==> config.mk <==
export PLATFORM = sky130hd
export DESIGN_NAME = hpt_ram
export DESIGN_NICKNAME = d
export VERILOG_FILES = /design/src/rtl/core/hpt_ram.sv
export SDC_FILE = /design/constraint.sdc
export NUM_CORES = 1
export LEC_CHECK = 0
export BUFFER_PORTS_ARGS = -buffer_cell sky130_fd_sc_hd__buf_4
export CAP_MARGIN = 20
export CORE_UTILIZATION = 40
export DETAILED_ROUTE_END_ITERATION = 7
export GPL_ROUTABILITY_DRIVEN = 1
export PLACE_DENSITY = 0.59
export SETUP_SLACK_MARGIN = 0.2
export SYNTH_ARGS = -nofsm -noshare
export SYNTH_HDL_FRONTEND = slang
export SYNTH_SLANG_ARGS = --single-unit
==> constraint.sdc <==
create_clock -name clk_i -period 4.4 [get_ports clk_i]
set_input_delay 0.66 -clock clk_i [delete_from_list [all_inputs] [get_ports clk_i]]
set_output_delay 0.66 -clock clk_i [all_outputs]
set_load 0.03 [all_outputs]
==> src/rtl/core/hpt_ram.sv <==
// hpt_ram: generic single-port-write, single-port-read ram with registered read data
// no dependencies; contents undefined after reset
module hpt_ram #(
  parameter int unsigned Width = 8,
  parameter int unsigned Depth = 16
) (
  input  logic                     clk_i,
  input  logic                     we_i,
  input  logic [$clog2(Depth)-1:0] waddr_i,
  input  logic [Width-1:0]         wdata_i,
  input  logic                     re_i,
  input  logic [$clog2(Depth)-1:0] raddr_i,
  output logic [Width-1:0]         rdata_o
);

  logic [Width-1:0] mem [Depth];
  logic [Width-1:0] rdata_q;

  always_ff @(posedge clk_i) begin
    if (we_i) mem[waddr_i] <= wdata_i;
    if (re_i) rdata_q <= mem[raddr_i];
  end

  assign rdata_o = rdata_q;

endmodule
**After elaboration in Yosys (flattened, before gate mapping)**

Memories as Yosys holds them, arrays and structs flattened. A register that Yosys moved wholly into a read port is not among the register bits.
Index checks and enable logic that the tools add are counted.

- RAM bits: 128
- Word-level logic and storage cells: 3
- Output and inout bits: 8
- Input bits: 19
- Register bits after elaboration: 0
- Memories kept: 1

Memories:

| memory | words | width | read ports | clocked after memory_dff | write ports | RTL line | source |
|---|---|---|---|---|---|---|---|
| mem | 16 | 8 | 1 | 1 | 1 | 16 | `logic [Width-1:0] mem [Depth];` |

- Muxes and demuxes: 2

Operators by type and width:

| kind | count |
|---|---|
| $mux W1 | 2 |

**Depth between registers and ports, before layout**

- Depth in word-level cells: 2
- Gate-level depth with buffers: 5

**Worst setup path after synthesis**

OpenSTA, ideal clock, no wires.

- Path type: in2reg
- Start point: input port waddr_i[2]
- End point: memory mem[0][0], enable pin
- Buffers on the path: 0
- Data arrival time: 1.770 ns
- Slack: 2.247 ns
- Setup time: 0.383 ns
- Stages on the path: 2
- Path through: or3b_2 > nor3_1

RTL lines:

| item | RTL line | source |
|---|---|---|
| from (decl) | 9 | `input logic [$clog2(Depth)-1:0] waddr_i,` |
| to (decl) | 16 |  |

No word-level cell before the write port.

==> impl_summary.md <==
Synth
The summed instance area of the synthesized netlist is 5228 sq um. In the post-synthesis netlist, the biggest area contributors are sky130_fd_sc_hd__edfxtp_1, sky130_fd_sc_hd__mux4_2, sky130_fd_sc_hd__mux4_1, sky130_fd_sc_hd__a22oi_1, sky130_fd_sc_hd__nor2_1. The top cell type by total area after synthesis is sky130_fd_sc_hd__edfxtp_1. The fraction of the yosys area taken by sequential cells is 78.12%.

The warning count from the yosys run is 0. Synthesis produced 229 cells. After synthesis the netlist holds a flip-flop and latch count of 136. The area share of the largest cell type after synthesis is 78.12%. The net count of the mapped netlist is 248. Dividing the synthesized area by the synthesized cell count gives 22.83 sq um. The synthesized netlist contains 18 unique library cells.

Setup path
The worst register-to-register path has a depth of 3. The critical path class is in2reg. The critical path endpoint category is a flop. The type of origin of the critical path is a primary input. The arrival time at the worst endpoint is 2240 ps. In this run the worst path has a maximum fanout of 32. At the worst endpoint, the required time is 4550 ps.

Power and ir drop
Overall power consumption after layout is estimated at 3171 uW. Summed over all cells, the static leakage comes to 0.002068 uW. Across the VDD grid, the largest voltage drop is 0.2398 mV.

For this design the ratio of total power to cell area is 508.5 nW/um^2.

CTS
The TritonCTS clock tree is done. CTS placed an instance of sky130_fd_sc_hd__clkbuf_16 at the clock tree root. The later pin in the worst-skew pair is clocked with a latency of 400 ps. Clock-pin slew was measured on the worst setup and hold paths at 50 ps. The number of buffers added to fix hold violations after cts is 0. The number of setup buffers added after CTS is 0. The total number of H-tree levels is 4. The maximum buffer depth of the clock tree is 2.

The total clock sinks is 136. The clock buffer count from CTS is 17. Post-CTS repair changed the size of 0 cells.

STA
Setup repair after global routing left no endpoint under its margin. For the pin with the worst max-slew slack, the measured transition is 957.9 ps. The final worst clock skew is 4.967 ps. The post-route clock period utilization is 47.53%. The number of setup violations in the final report is 0. The remaining max-slew budget at the tightest pin is 35.91%. The post-route minimum period is 2091 ps.

Summed over all failing endpoints, the final setup total negative slack is 0 ps. The total count of hold-check failures in the final report is 0. The number of max-slew violations in the final report came to 0.

Static timing analysis puts the maximum clock frequency at 0.4782 GHz.

Routing
After detailed routing, the number of remaining DRC violations is 0. The total number of vias is 2381. The detailed-routing iteration count for the pre-antenna-repair pass is 4. Dividing the detail-routed wire length by the instance count gives 21.90 um. The post-detailed-route via-to-cell ratio is 5.256. The detail route stage leaves a number of antenna-violating nets equal to 0. Wires add up to 9921 um. For this block, the initial DRC count from the detailed router was 125.

Global routing
The leftover overflow at the end of global routing is 0. The number of antenna violations at the first check in global routing is 0. The maximum number of pins on one net before global-route repair is 33. The via count of the first global-routing pass is 2494. The wire length of the first global-routing pass is 15100 um. The all-layer global routing usage is 16.54%.

Floorplan
The area of the die is 13530 sq um. The floorplan has 41 rows. The initial standard-cell utilization of the core is 41.26%. The number of top-level pins is 27. The core box area is 12670 sq um.

The chip width is 116.3 um. The vertical die dimension is 116.3 um.

Layout
The post-route netlist has 28.47% of its cells at a drive strength greater than 1. Leaving out fill and tap cells, the most frequent cell in the layout is sky130_fd_sc_hd__edfxtp_1. The total inserted antenna cells is 0. The library cells used most frequently in the layout, excluding fill and tap cells, are sky130_fd_sc_hd__edfxtp_1, sky130_fd_sc_hd__buf_4, sky130_fd_sc_hd__mux4_2.

Relative to the synthesized area, the layout overhead comes to 19.29%. The number of nets in the finished design is 287. After filler insertion, the fill cell instance count of the layout stands at 1038.

Run
The max-cap check violation count is 0.

Status
The run finished with clean final reports.

Hold path
The worst min-delay path category is in2reg. The cell depth of the worst min-delay path is 1.

Placed design
The weighted congestion reported at the end of routability-driven placement is 0.7416. The number of buffers added on ports is 26. The detailed placer's ending HPWL is 6124 um.
## path summary, 6_finish.rpt
| path | start | slack (ps) | end |
|---|---|---|---|
| hold reg to reg | mem[14][5] | 760 | rdata_o[5] |
| setup / recovery | raddr_i[0] | 2310 | rdata_o[5] |
| hold / removal | wdata_i[1] | 560 | mem[9][1] |
| setup reg to reg | mem[1][5] | 2850 | rdata_o[5] |
## synthesized netlist by cell type
| cell | number |
|---|---|
| sky130_fd_sc_hd__edfxtp_1 | 136 |
| sky130_fd_sc_hd__mux4_2 | 18 |
| sky130_fd_sc_hd__a22oi_1 | 16 |
| sky130_fd_sc_hd__mux4_1 | 14 |
| sky130_fd_sc_hd__nor2_1 | 13 |
| sky130_fd_sc_hd__nand2_1 | 9 |
| sky130_fd_sc_hd__nor3_1 | 4 |
| sky130_fd_sc_hd__buf_2 | 3 |
| sky130_fd_sc_hd__buf_6 | 3 |
| sky130_fd_sc_hd__clkdlybuf4s25_2 | 3 |
| sky130_fd_sc_hd__nand2b_1 | 2 |
| sky130_fd_sc_hd__nand3b_1 | 2 |
| sky130_fd_sc_hd__and2_1 | 1 |
| sky130_fd_sc_hd__and2b_1 | 1 |
| sky130_fd_sc_hd__buf_4 | 1 |
| sky130_fd_sc_hd__nand3_1 | 1 |
| sky130_fd_sc_hd__nor2b_1 | 1 |
| sky130_fd_sc_hd__or3b_2 | 1 |
## cell families (layout without fill, tap and decap cells)
group                  count (synthesis)  count (layout)  synth area share [%]
AO/OA/AOI/OAI                         16              16                 2.298
flip-flops                           136             136                 78.12
buffers and inverters                 10              62                 1.651
AND/OR/NAND/NOR                       35              35                 3.136
multiplexers                          32              32                 14.79
## flip-flops by register name, indices dropped and copies added (netlist names)
register	count
mem	128
rdata_o	8
## layer usage
metal	vias up	global-route usage, %	wire, um
met5	-	0	0
met4	0	7.521	119
met3	9	4.878	604
met2	73	24.58	4767
met1	1233	22.65	4430
li1	1066	-	-
## metrics by stage
step                hold slack [ps]  std cells  cell area, sq um  utilization, %  worst slack, ps
floorplan                     704.8        229              5228               -             2247
finish                        560.7        453              6236           49.21             2309
CTS                           553.8        453              6236           49.21             2313
global route                  561.8        453              6236           49.21             2220
global placement              731.8        420              5574           43.99             1797
detailed placement            745.9        421              5579           44.03             1877
## power by group
group | leakage (uW) | internal, uW | switching, uW
combinational | 0.000516 | 58.9 | 87.6
sequential | 0.00124 | 1460 | 7.46
clock | 0.000316 | 1050 | 503
total | 0.00207 | 2570 | 598
## critical path, stage by stage
cell,delay [ps]
sky130_fd_sc_hd__buf_4,480
sky130_fd_sc_hd__mux4_1,630
sky130_fd_sc_hd__a22oi_1,340
sky130_fd_sc_hd__nand2_1,100
## layout make-up
| class | instances | area, sq um | share of cell area (%) |
|---|---|---|---|
| clock inverter | 15 | 231.5 | 3.712 |
| multi-input combinational | 83 | 1057 | 16.95 |
| clock buffer | 17 | 425.4 | 6.822 |
| timing repair buffer | 30 | 222.7 | 3.571 |
| sequential | 136 | 4084 | 65.49 |
| tap | 172 | 215.2 | 3.451 |
No activity file was read; power rests on OpenSTA's default activity.
